--- src/rtl/plti_pkg.sv ---
// ----------------------------------------------------------------------------
// plti_pkg
// Types and constants shared by the piecewise-linear table interpolator.
// ----------------------------------------------------------------------------
package plti_pkg;

	localparam int WORD_W      = 32;
	localparam int CFG_W       = 7;
	localparam int IDX_W       = 6;
	localparam int QUEUE_DEPTH = 4;
	localparam int Q_AW        = 2;
	localparam int DIV_STEPS   = 64;
	localparam int DIV_CW      = 6;

	localparam logic OP_WRITE = 1'b0;
	localparam logic OP_QUERY = 1'b1;

	typedef struct packed {
		logic                     operation;
		logic [IDX_W-1:0]         entry_index;
		logic signed [WORD_W-1:0] entry_x;
		logic signed [WORD_W-1:0] entry_fx;
		logic signed [WORD_W-1:0] query_point;
	} in_word_t;

	typedef struct packed {
		logic signed [WORD_W-1:0] value;
		logic                     empty_table;
	} out_word_t;

	typedef enum logic [1:0] {
		KIND_WRITE,
		KIND_QUERY,
		KIND_EMPTY
	} kind_t;

	// one classified word on its way from front to back
	typedef struct packed {
		kind_t                    kind;
		logic [IDX_W-1:0]         index;
		logic signed [WORD_W-1:0] arg_x;   // entry x, or query point
		logic signed [WORD_W-1:0] arg_fx;
		logic [CFG_W-1:0]         count;   // entries in use, clamped to depth
	} task_t;

	typedef struct packed {
		logic busy;
		logic done;
	} div_stat_t;

	typedef enum logic [3:0] {
		ST_IDLE,
		ST_READ,
		ST_CMP,
		ST_DIFF,
		ST_ABS,
		ST_MUL,
		ST_DIV_START,
		ST_DIV_WAIT,
		ST_SUM
	} back_state_t;

endpackage

--- src/rtl/plti_queue.sv ---
// ----------------------------------------------------------------------------
// plti_queue
// Short first-in first-out queue of classified words between front and back.
// ----------------------------------------------------------------------------
module plti_queue import plti_pkg::*; (
	input  logic  clk,
	input  logic  arst_n,
	input  logic  wr,
	input  task_t wr_task,
	input  logic  rd,
	output task_t rd_task,
	output logic  q_full,
	output logic  q_empty
);

	task_t           slot_q [QUEUE_DEPTH];
	logic [Q_AW-1:0] wp_q;
	logic [Q_AW-1:0] rp_q;
	logic [Q_AW:0]   cnt_q;
	logic            do_wr;
	logic            do_rd;

	assign q_full  = cnt_q == (Q_AW+1)'(QUEUE_DEPTH);
	assign q_empty = cnt_q == '0;
	assign do_wr   = wr && !q_full;
	assign do_rd   = rd && !q_empty;
	assign rd_task = slot_q[rp_q];

	always_ff @(posedge clk or negedge arst_n) begin
		if (!arst_n) begin
			wp_q  <= '0;
			rp_q  <= '0;
			cnt_q <= '0;
		end else begin
			if (do_wr) wp_q <= wp_q + 1'b1;
			if (do_rd) rp_q <= rp_q + 1'b1;
			if (do_wr && !do_rd) cnt_q <= cnt_q + 1'b1;
			else if (do_rd && !do_wr) cnt_q <= cnt_q - 1'b1;
		end
	end

	always_ff @(posedge clk) begin
		if (do_wr) slot_q[wp_q] <= wr_task;
	end

endmodule

--- config.mk ---
export PLATFORM = sky130hd
export DESIGN_NAME = plti_queue
export DESIGN_NICKNAME = d
export VERILOG_FILES = /design/src/rtl/plti_pkg.sv /design/src/rtl/plti_queue.sv
export SDC_FILE = /design/constraint.sdc
export NUM_CORES = 1
export LEC_CHECK = 0
export BUFFER_PORTS_ARGS = -buffer_cell sky130_fd_sc_hd__buf_2
export CAP_MARGIN = 20
export CORE_MARGIN = 3
export CORE_UTILIZATION = 51
export CTS_CLUSTER_DIAMETER = 80
export DETAILED_ROUTE_END_ITERATION = 12
export GPL_TIMING_DRIVEN = 0
export HOLD_SLACK_MARGIN = 0.02
export PLACE_DENSITY = 0.75
export SYNTH_ARGS = -nofsm -noshare
export SYNTH_HDL_FRONTEND = slang
export SYNTH_SLANG_ARGS = --single-unit
export TNS_END_PERCENT = 10
--- constraint.sdc ---
create_clock -name clk -period 2.87 [get_ports clk]
set_input_delay 0.574 -clock clk [delete_from_list [all_inputs] [get_ports clk]]
set_output_delay 0.574 -clock clk [all_outputs]
set_load 0.01 [all_outputs]
==> metrics.txt <==
# TYPE chip_impl_metric gauge
chip_impl_info{name="status",value="complete, no violations"} 1
chip_impl_metric{name="synth_area_per_cell",unit="um2"} 26.5
chip_impl_info{name="synth-main-ff-cell",value="sky130_fd_sc_hd__edfxtp_1"} 1
chip_impl_metric{name="clock_skew",unit="ps"} 6.57
chip_impl_metric{name="grtUsageTotal",unit="%"} 17.4
chip_impl_metric{name="synth_enable_flop_cells",unit=""} 316
chip_impl_metric{name="cts_buffer_count",unit=""} 31
chip_impl_metric{name="htreeDepth",unit=""} 1
chip_impl_info{name="start_kind",value="register"} 1
chip_impl_metric{name="synthArstFlopShare",unit="%"} 2.17
chip_impl_metric{name="tns",unit="ps"} 0
chip_impl_metric{name="fin_crit_sh",unit="%"} 93.2
chip_impl_metric{name="synthesis.nets",unit=""} 538
chip_impl_metric{name="clk_transition_reported_paths",unit="ps"} 60
chip_impl_metric{name="grt_pass1_wl",unit="um"} 34100
chip_impl_metric{name="ys_seq_elements",unit=""} 323
chip_impl_metric{name="ctsLongestPathBuffers",unit=""} 3
chip_impl_metric{name="post-cts-setup-buffers",unit=""} 0
chip_impl_metric{name="power.total",unit="mW"} 15.3
chip_impl_metric{name="drt-wirelength-per-cell",unit="um"} 21.9
chip_impl_metric{name="synth.yosys.seq_area_share",unit="%"} 81.2
chip_impl_metric{name="vias_per_cell",unit=""} 5.39
chip_impl_metric{name="die_w",unit="um"} 159
chip_impl_info{name="synthDominantAreaCellType",value="sky130_fd_sc_hd__edfxtp_1"} 1
chip_impl_metric{name="wl",unit="um"} 21600
chip_impl_metric{name="yosys.cell_types.count",unit=""} 20
chip_impl_info{name="timing.hold.worst.class",value="in -> reg"} 1
chip_impl_metric{name="worst_slack",unit="ps"} 195
chip_impl_metric{name="gp_routability_congestion",unit=""} 0.691
chip_impl_metric{name="die_height",unit="um"} 159
chip_impl_metric{name="clock.fmax",unit="GHz"} 0.374
chip_impl_metric{name="final.min_clock_period",unit="ps"} 2680
chip_impl_metric{name="die_area",unit="mm2"} 0.0252
chip_impl_metric{name="cts_resized",unit=""} 0
chip_impl_metric{name="vias",unit=""} 5329
chip_impl_metric{name="muxShareOfSynthArea",unit="%"} 15.1
chip_impl_metric{name="timing.critical_path.fanout_max",unit=""} 10
chip_impl_metric{name="filler_cell_count",unit=""} 1521
chip_impl_metric{name="nNetsFinal",unit=""} 738
chip_impl_metric{name="floorplan.io_pins",unit=""} 164
chip_impl_metric{name="synth_compound_area_share",unit="%"} 0
chip_impl_metric{name="final-max-slew-violation-count",unit=""} 0
chip_impl_metric{name="synthesized_area_fraction_occupied_by_and_or_nand_nor_cells",unit="%"} 0.525
chip_impl_metric{name="synth_fa_ha_area_share",unit="%"} 0.694
chip_impl_metric{name="pre_cts_slack",unit="ps"} 568
chip_impl_info{name="rsz0062_at_grt",value="no"} 1
chip_impl_info{name="worstSetupPathType",value="reg -> out"} 1
chip_impl_metric{name="timing.critical_path.slowest_cell_delay",unit="ps"} 630
chip_impl_metric{name="critPathBufInv",unit=""} 2
chip_impl_metric{name="port_buffers",unit=""} 163
chip_impl_metric{name="num_rows",unit=""} 55
chip_impl_info{name="crit_chain",value="buf_2 -> mux4_2 -> buf_2"} 1
chip_impl_metric{name="drtAntennaViolNets",unit=""} 0
chip_impl_metric{name="antenna_violations_before_repair",unit=""} 4
chip_impl_info{name="final_cell_mix",value="316 x sky130_fd_sc_hd__edfxtp_1, 171 x sky130_fd_sc_hd__buf_2, 79 x sky130_fd_sc_hd__mux4_2, 31 x sky130_fd_sc_hd__clkbuf_16, 8 x sky130_fd_sc_hd__buf_12"} 1
chip_impl_info{name="cell_types_with_the_largest_area_share_after_synthesis",value="sky130_fd_sc_hd__edfxtp_1 80%, sky130_fd_sc_hd__mux4_2 15%, sky130_fd_sc_hd__dfrtp_1 1.5%, sky130_fd_sc_hd__buf_12 1.3%, sky130_fd_sc_hd__ha_1 0.53%"} 1
chip_impl_info{name="most_numerous_cell_on_the_critical_path",value="sky130_fd_sc_hd__buf_2"} 1
chip_impl_metric{name="fp.coreArea",unit="mm2"} 0.0228
chip_impl_metric{name="synth_warnings",unit=""} 0
chip_impl_info{name="kind_of_end_point_of_the_critical_path",value="output pin"} 1
chip_impl_metric{name="initialDrtViolationCount",unit=""} 277
chip_impl_info{name="combinational_family_with_the_most_area_after_synthesis",value="multiplexers"} 1
chip_impl_metric{name="timing.critical_path.required",unit="ps"} 2300
chip_impl_metric{name="cellPowerDensity",unit="mW/mm2"} 1070
chip_impl_info{name="cts_tree",value="yes"} 1
chip_impl_metric{name="timing.max_cap.violations",unit=""} 0
chip_impl_metric{name="ir_drop",unit="V"} 0.000648
chip_impl_metric{name="final_layout_size_suffix_gt1_share",unit="%"} 48.1
chip_impl_metric{name="floorplan.initialDensity",unit="%"} 52.3
chip_impl_metric{name="finish.utilization",unit="%"} 63.0
chip_impl_metric{name="max-slew-margin-rel",unit="%"} 63.8
chip_impl_metric{name="clock_latency",unit="ps"} 540
chip_impl_metric{name="syn_area",unit="mm2"} 0.0119
chip_impl_metric{name="drcViolationCount",unit=""} 0
chip_impl_metric{name="grt_remaining_overflow",unit=""} 0
chip_impl_metric{name="final_hold_viol_count",unit=""} 0
chip_impl_metric{name="grt_max_degree",unit=""} 49
chip_impl_metric{name="synth_top_area_share",unit="%"} 79.7
chip_impl_metric{name="synthesis.instances",unit=""} 449
chip_impl_metric{name="report.final.setup_viol",unit=""} 0
chip_impl_info{name="layout.cells.most_common",value="sky130_fd_sc_hd__edfxtp_1"} 1
chip_impl_info{name="timing.critical_path.slowest_stage_cell",value="sky130_fd_sc_hd__dfrtp_1"} 1
chip_impl_metric{name="areaGrowthSynthToFinish",unit="%"} 20.5
chip_impl_metric{name="finalHoldWorstSlack",unit="ps"} 245
chip_impl_metric{name="number_of_global_route_vias_before_repair",unit=""} 5960
chip_impl_metric{name="cts.sinks",unit=""} 323
chip_impl_metric{name="dp.final_hpwl",unit="um"} 13200
chip_impl_metric{name="power_leakage",unit="nW"} 4.95
chip_impl_info{name="cts-root-buf",value="sky130_fd_sc_hd__clkbuf_16"} 1
chip_impl_metric{name="critical_path_arrival",unit="ps"} 2100
chip_impl_info{name="path_delay_family",value="flip-flops"} 1
chip_impl_metric{name="synth-xor-area-share",unit="%"} 0.441
chip_impl_metric{name="drtPass1Iterations",unit=""} 5
chip_impl_metric{name="worst_slew_pin_slew",unit="ps"} 544
-- cells in the mapped netlist (all sizes together) (2+ instances only) --
cell,instances
mux2,2
xnor2,4
buf,18
mux4,79
ha,5
inv,4
dfrtp,7
and2,4
xor2,2
edfxtp,316
-- final timing paths --
kind / startpoint / to / slack, ps / cells after the start
worst max register to register: cnt_q[0] / cnt_q[2] / 710 / 8
worst max-delay path: rp_q[1] / rd_task[43] / 190 / 3
max in group asynchronous: arst_n / cnt_q[1] / 2310 / 2
worst min-delay path: wr_task[69] / slot_q[0][69] / 240 / 1
worst min register to register: cnt_q[2] / cnt_q[2] / 490 / 1
min in group asynchronous: arst_n / cnt_q[2] / 400 / 2
-- per-stage QoR --
| stage | instances | instance area, um2 |
|---|---|---|
| global route | 989 | 14400 |
| detailed placement | 929 | 13200 |
| finish | 989 | 14400 |
| CTS | 987 | 14300 |
| global placement | 925 | 13100 |
| floorplan | 449 | 11900 |
-- sequential cells by signal, summed over array words and instances (netlist names) --
register	cells
slot_q	316
rp_q	2
wp_q	2
cnt_q	3
-- power breakdown --
group	leakage (nW)	switching, mW	internal (mW)
Combinational	1.44	2.34	2.18
Sequential	2.98	0.253	6.23
Clock	0.531	1.67	2.62
Total	4.95	4.27	11.0
-- metal layers --
metal	routed length, um	vias up	share of wire [%]	GRT usage [%]
met5	27	-	0.12	0
met4	428	4	2.0	4.85
met3	1270	34	5.9	3.60
met2	11600	166	53	30.7
met1	8340	2787	39	22.2
li1	-	2338	-	-
-- logic make-up after synthesis --
kind of cell	count (synthesis)
adders and majority gates	6
muxes	81
buffers and inverters	23
xor gates and xnor gates	6
DFF	323
and+or+nand+nor	10
-- cell type report --
| class | count | area (um2) | share of cell area, % |
|---|---|---|---|
| Antenna cell | 2 | 5.00 | 0.0349 |
| Buffer | 18 | 223 | 1.55 |
| Clock buffer | 33 | 783 | 5.46 |
| Clock inverter | 25 | 323 | 2.25 |
| Inverter | 4 | 15.0 | 0.105 |
| Multi-Input combinational cell | 103 | 2010 | 14.0 |
| Sequential cell | 323 | 9660 | 67.3 |
| Tap cell | 313 | 392 | 2.73 |
| Timing Repair Buffer | 168 | 936 | 6.52 |
-- what timing repair did --
action | CTS | global route
hold buffers | 1 | 0
endpoints found under the hold margin | 7 | 0
endpoints found under the setup margin | 48 | 0
(Power assumes the default switching activity.)
