<file path="src/rtl/plti_pkg.sv">
// ----------------------------------------------------------------------------
// plti_pkg
// Types and constants shared by the piecewise-linear table interpolator.
// ----------------------------------------------------------------------------
package plti_pkg;

	localparam int WORD_W      = 32;
	localparam int CFG_W       = 7;
	localparam int IDX_W       = 6;
	localparam int QUEUE_DEPTH = 4;
	localparam int Q_AW        = 2;
	localparam int DIV_STEPS   = 64;
	localparam int DIV_CW      = 6;

	localparam logic OP_WRITE = 1'b0;
	localparam logic OP_QUERY = 1'b1;

	typedef struct packed {
		logic                     operation;
		logic [IDX_W-1:0]         entry_index;
		logic signed [WORD_W-1:0] entry_x;
		logic signed [WORD_W-1:0] entry_fx;
		logic signed [WORD_W-1:0] query_point;
	} in_word_t;

	typedef struct packed {
		logic signed [WORD_W-1:0] value;
		logic                     empty_table;
	} out_word_t;

	typedef enum logic [1:0] {
		KIND_WRITE,
		KIND_QUERY,
		KIND_EMPTY
	} kind_t;

	// one classified word on its way from front to back
	typedef struct packed {
		kind_t                    kind;
		logic [IDX_W-1:0]         index;
		logic signed [WORD_W-1:0] arg_x;   // entry x, or query point
		logic signed [WORD_W-1:0] arg_fx;
		logic [CFG_W-1:0]         count;   // entries in use, clamped to depth
	} task_t;

	typedef struct packed {
		logic busy;
		logic done;
	} div_stat_t;

	typedef enum logic [3:0] {
		ST_IDLE,
		ST_READ,
		ST_CMP,
		ST_DIFF,
		ST_ABS,
		ST_MUL,
		ST_DIV_START,
		ST_DIV_WAIT,
		ST_SUM
	} back_state_t;

endpackage

</file>
<file path="src/rtl/plti_front.sv">
// ----------------------------------------------------------------------------
// plti_front
// Holds the entry count register, accepts words and classifies them.
// ----------------------------------------------------------------------------
module plti_front import plti_pkg::*; #(
	parameter int TABLE_DEPTH = 64
) (
	input  logic             clk,
	input  logic             arst_n,
	input  logic             cfg_valid,
	input  logic [CFG_W-1:0] cfg_data,
	output logic             cfg_ready,
	input  logic             push,
	input  in_word_t         item,
	output logic             full,
	input  logic             q_full,
	output logic             q_wr,
	output task_t            q_task
);

	logic [CFG_W-1:0] entries_q;
	logic [CFG_W-1:0] n_eff;
	logic             idx_ok;

	assign cfg_ready = 1'b1;

	always_ff @(posedge clk or negedge arst_n) begin
		if (!arst_n) entries_q <= '0;
		else if (cfg_valid) entries_q <= cfg_data;
	end

	always_comb begin
		// count above the depth searches the whole table
		if (int'(entries_q) > TABLE_DEPTH) n_eff = CFG_W'(TABLE_DEPTH);
		else n_eff = entries_q;
		idx_ok = int'(item.entry_index) < TABLE_DEPTH;

		q_task.index  = item.entry_index;
		q_task.arg_fx = item.entry_fx;
		q_task.count  = n_eff;
		if (item.operation == OP_WRITE) begin
			q_task.kind  = KIND_WRITE;
			q_task.arg_x = item.entry_x;
		end else begin
			q_task.kind  = (n_eff == '0) ? KIND_EMPTY : KIND_QUERY;
			q_task.arg_x = item.query_point;
		end
	end

	assign full = q_full;
	// writes beyond the table are dropped here
	assign q_wr = push && !q_full && (item.operation == OP_QUERY || idx_ok);

endmodule

</file>
<file path="config.mk">
export PLATFORM = sky130hd
export DESIGN_NAME = plti_front
export DESIGN_NICKNAME = d
export VERILOG_FILES = /design/src/rtl/plti_pkg.sv /design/src/rtl/plti_front.sv
export SDC_FILE = /design/constraint.sdc
export NUM_CORES = 1
export LEC_CHECK = 0
export BUFFER_PORTS_ARGS = -buffer_cell sky130_fd_sc_hd__buf_2
export CORE_AREA = 2 2 76 78
export CTS_CLUSTER_SIZE = 10
export DETAILED_ROUTE_END_ITERATION = 10
export DIE_AREA = 0 0 78 80
export PLACE_DENSITY = 0.77
export SYNTH_ARGS = -nofsm -noshare
export SYNTH_HDL_FRONTEND = slang
export SYNTH_SLANG_ARGS = --single-unit
export TNS_END_PERCENT = 1
</file>
<file path="constraint.sdc">
create_clock -name clk -period 0.9 [get_ports clk]
set_input_delay 0.09 -clock clk [delete_from_list [all_inputs] [get_ports clk]]
set_output_delay 0.09 -clock clk [all_outputs]
set_load 0.03 [all_outputs]
</file>
==> results of run 1 <==
area by class of cell:
type,count,area (sq um),area share [%]
Sequential cell,7,175.2,9.602
Multi-Input combinational cell,51,666.9,36.56
Clock buffer,4,45.04,2.469
Timing Repair Buffer,129,847.1,46.43
Tap cell,72,90.09,4.938
kinds of logic after synthesis:
group                  after synthesis  share of synthesized area [%]
buffers and inverters               46                          31.95
muxes                               39                          46.33
and+or+nand+nor                     10                          5.858
DFF                                  7                          14.91
AOI/OAI and AO/OA                    1                         0.6392
other                                1                         0.3192
power groups by stage:
| stage | sequential [uW] | clock (uW) | combinational (uW) |
|---|---|---|---|
| final | 376 | 441 | 1160 |
| after global routing | 380 | 469 | 1230 |
| after CTS | 368 | 455 | 1120 |
| after detailed placement | 372 | 0 | 1010 |
| after global placement | 370 | 0 | 999 |
| after floorplan | 374 | 0 | 981 |
worst reg2reg max path: cells and delay by family (launching register included):
family | cells | cell delay [ns]
buffers and inverters | 2 | 0.26
flip-flops | 1 | 0.40
multiplexers | 1 | 0.25
metal layers:
metal / vias to the layer above / GRT usage (%) / wire (um)
met4: 0 / 4.035 / 30
li1: 482 / - / -
met1: 449 / 9.424 / 1099
met5: - / 0 / 0
met3: 6 / 4.864 / 505
met2: 101 / 15.09 / 1629
worst max-delay path by stage:
stage | start | cells past startpoint | to
2_1_floorplan | entries_q[3] | 2 | q_task[78]
5_1_grt | entries_q[3] | 3 | q_task[78]
6_report | entries_q[3] | 3 | q_task[78]
4_1_cts | entries_q[6] | 3 | q_task[78]
3_3_place_gp | entries_q[3] | 3 | q_task[78]
3_5_place_dp | entries_q[3] | 3 | q_task[78]
cells in the mapped netlist:
master,instances,share of area (%)
sky130_fd_sc_hd__buf_2,1,0.43
sky130_fd_sc_hd__buf_12,2,3.4
sky130_fd_sc_hd__nor4_1,1,0.53
sky130_fd_sc_hd__a21boi_0,1,0.64
sky130_fd_sc_hd__nor3_1,1,0.43
sky130_fd_sc_hd__conb_1,1,0.32
sky130_fd_sc_hd__buf_4,40,26
sky130_fd_sc_hd__and3_1,1,0.53
sky130_fd_sc_hd__buf_6,1,0.96
sky130_fd_sc_hd__dfrtp_1,7,15
sky130_fd_sc_hd__buf_8,1,1.3
sky130_fd_sc_hd__and2b_1,6,3.8
sky130_fd_sc_hd__mux2_2,11,11
sky130_fd_sc_hd__mux2_4,28,36
sky130_fd_sc_hd__nor2b_1,1,0.53
sky130_fd_sc_hd__clkbuf_1,1,0.32
stage by stage:
stage	setup TNS, ns	hold slack [ns]	total power [uW]
after detailed placement	-4.159	-0.07427	1384
after floorplan	-0.2580	-0.2056	1356
after global placement	-3.982	-0.07599	1369
after global routing	-4.697	0.09741	2074
final	-3.718	0.09512	1979
after CTS	-3.712	0.09063	1938
layout by cell type (no fill, tap or decap), drive strengths merged:
cell	n
and3	1
and2b	6
conb	1
nor2b	1
buf	128
dlygate4sd3	1
mux2	39
nor4	1
clkbuf	4
dfrtp	7
nor3	1
a21boi	1
timing repair:
action	CTS	global route
pin swaps	2	2
endpoints found under the setup margin	42	44
gates resized for setup	38	16
hold buffers	1	0
setup buffers	0	1
endpoints found under the hold margin	7	0
==> insert_results.sql, run 1 <==
INSERT INTO impl_metrics (metric_group, metric, value, unit) VALUES
('final_layout', 'design.final.nets', '307', ''),
('final_layout', 'n_fill_cell', '569', ''),
('timing', 'clock-skew-final', '0', 'ns'),
('placed_design', 'placement_stage_cell_area', '1582', 'sq um'),
('worst_setup_path', 'worstPathBufferInverterCount', '1', ''),
('global_routing', 'grt_first_pass_wirelength', '4519', 'um'),
('clock_network', 'cts-htree-levels', '1', ''),
('synth', 'ys_types', '16', ''),
('timing', 'finalSetupViolations', '32', ''),
('synth', 'synth-warning-count', '0', ''),
('worst_setup_path', 'r2r_start', 'entries_q[3]', ''),
('routing', 'drt_drc_violations_left', '0', ''),
('job', 'max_cap_violations', '0', ''),
('status', 'outcome', 'finished, violations left', ''),
('power_and_ir_drop', 'power.leakage', '0.001028', 'uW'),
('timing', 'finalMaxSlewViolations', '0', ''),
('worst_setup_path', 'critical-path-max-stage-delay', '0.40', 'ns'),
('power_and_ir_drop', 'combPwrFrac', '58.7', '%'),
('floorplanning', 'rows', '27', ''),
('hold_path', 'worst_min_path_start', 'cfg_data[4]', ''),
('power_and_ir_drop', 'ir_drop', '0.0009209', 'V'),
('worst_setup_path', 'worstRegToRegCells', '3', ''),
('clock_network', 'clk_transition_reported_paths', '0.04', 'ns'),
('placed_design', 'dp.cells', '257', ''),
('timing', 'fin_ws', '-0.4620', 'ns'),
('hold_path', 'worstHoldPathType', 'in2reg', ''),
('worst_setup_path', 'worstSetupEndpointType', 'primary output', ''),
('routing', 'drt-total-wl', '3266', 'um'),
('global_routing', 'globalRouteOverflowTotal', '0', ''),
('global_routing', 'grt_usage', '9.050', '%'),
('routing', 'initial_drc_count', '17', ''),
('clock_network', 'clock_sink_count', '7', ''),
('power_and_ir_drop', 'p_sw', '722.5', 'uW'),
('worst_setup_path', 'critical_path.cell_chain', 'nor4_4, and3_4, buf_6', ''),
('power_and_ir_drop', 'seq_power_share', '19.0', '%'),
('clock_network', 'cts_inserted_buffers', '3', ''),
('worst_setup_path', 'r2r-end', 'entries_q[3]', ''),
('routing', 'avg_vias_per_cell', '3.947', ''),
('final_layout', 'layout.core_utilization', '33.75', '%'),
('timing', 'finalHoldViolCount', '0', ''),
('status', 'violations', 'negative setup slack', ''),
('worst_setup_path', 'critPathSlowestCell', 'sky130_fd_sc_hd__dfrtp_1', ''),
('global_routing', 'grt_pass1_vias', '1012', ''),
('power_and_ir_drop', 'powerDensity', '1085', 'nW/um^2'),
('global_routing', 'grt_start_max_net_pins', '21', ''),
('worst_setup_path', 'start_kind', 'register', ''),
('final_layout', 'largest_register_ffs', '7', ''),
('worst_setup_path', 'path_max_fanout', '2', ''),
('power_and_ir_drop', 'cellInternalPower', '1256', 'uW'),
('power_and_ir_drop', 'clock_power_share', '22.3', '%'),
('final_layout', 'largest_registers_in_the_final_layout', 'entries_q: 7 flops', ''),
('clock_network', 'clock-root-buffer', 'sky130_fd_sc_hd__clkbuf_8', ''),
('synth', 'avgSynthCellArea', '11.30', 'sq um'),
('final_layout', 'post_route_cells_drive_above_1_share', '90.05', '%'),
('final_layout', 'antennaDiodeCount', '0', ''),
('timing', 'final.min_clock_period', '1.362', 'ns'),
('final_layout', 'layout-area-overhead-vs-synth', '55.27', '%'),
('synth', 'synth.yosys.seq_area_share', '14.91', '%'),
('timing', 'max_clock_freq', '734.2', 'MHz'),
('synth', 'synth_nets', '219', ''),
('global_routing', 'initial_antenna_violation_count', '0', ''),
('worst_setup_path', 'critical_path_arrival', '1.27', 'ns'),
('routing', 'drtAntennaViolNets', '0', ''),
('clock_network', 'clock_tree.buffer_depth', '2', ''),
('final_layout', 'regMostFlops', 'entries_q', ''),
('floorplanning', 'initial_cell_density_of_the_core', '21.74', '%'),
('routing', 'routedWlPerCell', '12.42', 'um'),
('placed_design', 'routabilityCongestion', '0.6605', ''),
('final_layout', 'final_cells', '263', ''),
('power_and_ir_drop', 'power.switching_fraction', '36.51', '%'),
('synth', 'netlist_instances', '104', '');
Power figures use the tool's default switching activity.
==> run 2: changes to the inputs <==
--- a/config.mk
+++ b/config.mk
@@ -10,7 +10,7 @@
 export CTS_CLUSTER_SIZE = 10
 export DETAILED_ROUTE_END_ITERATION = 10
 export DIE_AREA = 0 0 78 80
-export PLACE_DENSITY = 0.77
+export PLACE_DENSITY = 0.69
 export SYNTH_ARGS = -nofsm -noshare
 export SYNTH_HDL_FRONTEND = slang
 export SYNTH_SLANG_ARGS = --single-unit
==> run 2 against run 1 <==
Against the previous run:
- the run still ends with negative setup slack left
- combinational power barely moved
- die area stayed put
- cell count decreased by 0.38%
- clock skew unchanged
- sequential share of layout area up 0.066 points
- non-clock buffer count shrank 1
- largest cell class unchanged
- highest routed layer unchanged
==> insert_results.sql, run 2 (same netlist as run 1, synthesis figures left out) <==
INSERT INTO impl_metrics (metric_group, metric, value, unit) VALUES
('worst_setup_path', 'critical-path-max-stage-delay', '0.40', 'ns'),
('timing', 'finalMaxSlewViolations', '0', ''),
('timing', 'period_share', '151.4', '%'),
('power_and_ir_drop', 'powerDensity', '1087', 'nW/um^2'),
('worst_setup_path', 'worstPathBufferInverterCount', '1', ''),
('timing', 'final.min_clock_period', '1.363', 'ns'),
('final_layout', 'design.final.nets', '306', ''),
('clock_network', 'tritoncts', 'built', ''),
('clock_network', 'clock_tree.buffer_depth', '2', ''),
('clock_network', 'worstSkewPairLatency', '0.23', 'ns'),
('final_layout', 'layout-area-overhead-vs-synth', '54.21', '%'),
('floorplanning', 'die_w', '78', 'um'),
('floorplanning', 'rows', '27', ''),
('clock_network', 'clock-root-buffer', 'sky130_fd_sc_hd__clkbuf_8', ''),
('clock_network', 'clock_sink_count', '7', ''),
('worst_setup_path', 'critPathSlowestCell', 'sky130_fd_sc_hd__dfrtp_1', ''),
('floorplanning', 'initial_cell_density_of_the_core', '21.74', '%'),
('global_routing', 'initial_antenna_violation_count', '0', ''),
('final_layout', 'layout.core_utilization', '33.52', '%'),
('clock_network', 'cts-htree-levels', '1', ''),
('timing', 'finalHoldViolCount', '0', ''),
('timing', 'final_total_negative_setup_slack', '-3.665', 'ns'),
('final_layout', 'post_route_cells_drive_above_1_share', '90.00', '%'),
('placed_design', 'routabilityCongestion', '0.6357', ''),
('timing', 'finalSetupViolations', '31', ''),
('job', 'max_cap_violations', '0', ''),
('routing', 'drtAntennaViolNets', '0', ''),
('worst_setup_path', 'type_of_the_setup_path_with_the_least_slack', 'reg2out', ''),
('status', 'violations', 'negative setup slack', ''),
('final_layout', 'antennaDiodeCount', '0', ''),
('timing', 'fin_ws', '-0.4628', 'ns'),
('clock_network', 'cts_inserted_buffers', '3', ''),
('placed_design', 'place_hpwl', '2606', 'um'),
('worst_setup_path', 'crit_required', '0.81', 'ns'),
('routing', 'initial_drc_count', '5', ''),
('routing', 'drt-total-wl', '3072', 'um'),
('final_layout', 'n_fill_cell', '559', ''),
('routing', 'detailroute.via_count', '1024', ''),
('worst_setup_path', 'start_kind', 'register', ''),
('routing', 'drt-pass1-iter-count', '3', ''),
('placed_design', 'io_buffers', '119', ''),
('worst_setup_path', 'cpLargestDelayFamily', 'simple AND/OR/NAND/NOR gates', ''),
('routing', 'drt_drc_violations_left', '0', ''),
('placed_design', 'placement_stage_cell_area', '1582', 'sq um'),
('global_routing', 'grt_start_max_net_pins', '21', ''),
('timing', 'clock-skew-final', '0', 'ns'),
('floorplanning', 'ios', '197', ''),
('routing', 'avg_vias_per_cell', '3.908', ''),
('routing', 'wl_met3', '533', 'um'),
('hold_path', 'worstHoldPathType', 'in2reg', ''),
('global_routing', 'grt_usage', '8.603', '%'),
('routing', 'wire_length_on_met1', '1026', 'um'),
('power_and_ir_drop', 'power.leakage', '0.001015', 'uW'),
('clock_network', 'post-cts-setup-buffers', '0', ''),
('final_layout', 'regMostFlops', 'entries_q', ''),
('routing', 'maxUsedRoutingLayer', 'met4', ''),
('final_layout', 'finish.instance_area', '1812', 'sq um'),
('global_routing', 'grt_pass1_vias', '1007', ''),
('floorplanning', 'fp.dieArea', '6240', 'sq um'),
('routing', 'routedWlPerCell', '11.73', 'um'),
('timing', 'max_clock_freq', '733.8', 'MHz'),
('worst_setup_path', 'path_max_fanout', '2', ''),
('worst_setup_path', 'critical_path_arrival', '1.27', 'ns'),
('floorplanning', 'die_h', '80', 'um'),
('final_layout', 'largest_registers_in_the_final_layout', 'entries_q: 7 flops', ''),
('worst_setup_path', 'critical_path.cell_chain', 'nor4_4, and3_4, buf_6', ''),
('clock_network', 'clk_transition_reported_paths', '0.04', 'ns'),
('final_layout', 'final_cells', '262', ''),
('global_routing', 'globalRouteOverflowTotal', '0', ''),
('final_layout', 'leading_cell_type_in_the_layout_fill_and_taps_excluded', 'sky130_fd_sc_hd__buf_2', ''),
('final_layout', 'largest_register_ffs', '7', ''),
('final_layout', 'mostFrequentLayoutCells', 'sky130_fd_sc_hd__buf_2 (96), sky130_fd_sc_hd__mux2_4 (32), sky130_fd_sc_hd__buf_6 (23)', ''),
('floorplanning', 'core_area', '5405', 'sq um'),
('global_routing', 'grt_first_pass_wirelength', '4429', 'um'),
('power_and_ir_drop', 'ir_drop', '0.0006962', 'V'),
('worst_setup_path', 'worstSetupEndpointType', 'primary output', ''),
('timing', 'setup_repair_after_global_routing_missed_its_margin', 'true', ''),
('routing', 'met2_routed_wl', '1481', 'um'),
('placed_design', 'dp.cells', '257', ''),
('status', 'outcome', 'finished, violations left', '');
## run 2: worst register-to-register path, cell delays in order (launching register included)
cell and delay [ns]:
sky130_fd_sc_hd__dfrtp_1 0.40, sky130_fd_sc_hd__buf_4 0.17, sky130_fd_sc_hd__mux2_2 0.25
## run 2: metal layers
metal / GRT usage [%] / vias up
li1: - / 479
met1: 8.084 / 447
met2: 15.69 / 96
met3: 5.430 / 2
met4: 2.105 / 0
met5: 0 / -
## run 2: worst paths after layout
kind                         startpoint           end  slack [ns]  cells after the start
min reg2reg                entries_q[2]  entries_q[2]        0.59                      1
min in group asynchronous        arst_n  entries_q[3]        0.22                      2
max reg2reg                entries_q[6]  entries_q[6]       -0.04                      2
min                         cfg_data[5]  entries_q[5]        0.09                      2
max                        entries_q[6]    q_task[78]       -0.46                      3
max in group asynchronous        arst_n  entries_q[0]        0.52                      2
## run 2: stage by stage
stage / power [uW] / setup WS [ns] / hold slack [ns]
global placement: 1366 / -0.2888 / -0.07563
global route: 2057 / -0.5146 / 0.1091
detailed placement: 1386 / -0.2837 / -0.06994
CTS: 1943 / -0.4739 / 0.08928
finish: 1969 / -0.4628 / 0.09204
floorplan: 1356 / -0.1294 / -0.2056
## run 2: what timing repair did
| item | in CTS | in global routing |
|---|---|---|
| hold buffers | 1 | 0 |
| hold endpoints to repair | 7 | 0 |
| pin swaps | 2 | 0 |
| endpoints found under the setup margin | 42 | 43 |
| gates resized for setup | 40 | 13 |
## run 2: layout make-up
type	count	area [sq um]	share of cell area, %
Timing Repair Buffer	128	842.1	46.48
Sequential cell	7	175.2	9.668
Tap cell	72	90.09	4.972
Clock buffer	4	45.04	2.486
Multi-Input combinational cell	51	659.4	36.39
## run 2: where the power goes
part	leakage [uW]	internal [uW]	total, uW	switching, uW
Sequential	0.0000819	348	377	29.2
Combinational	0.000910	592	1140	551
Clock	0.0000228	307	449	142
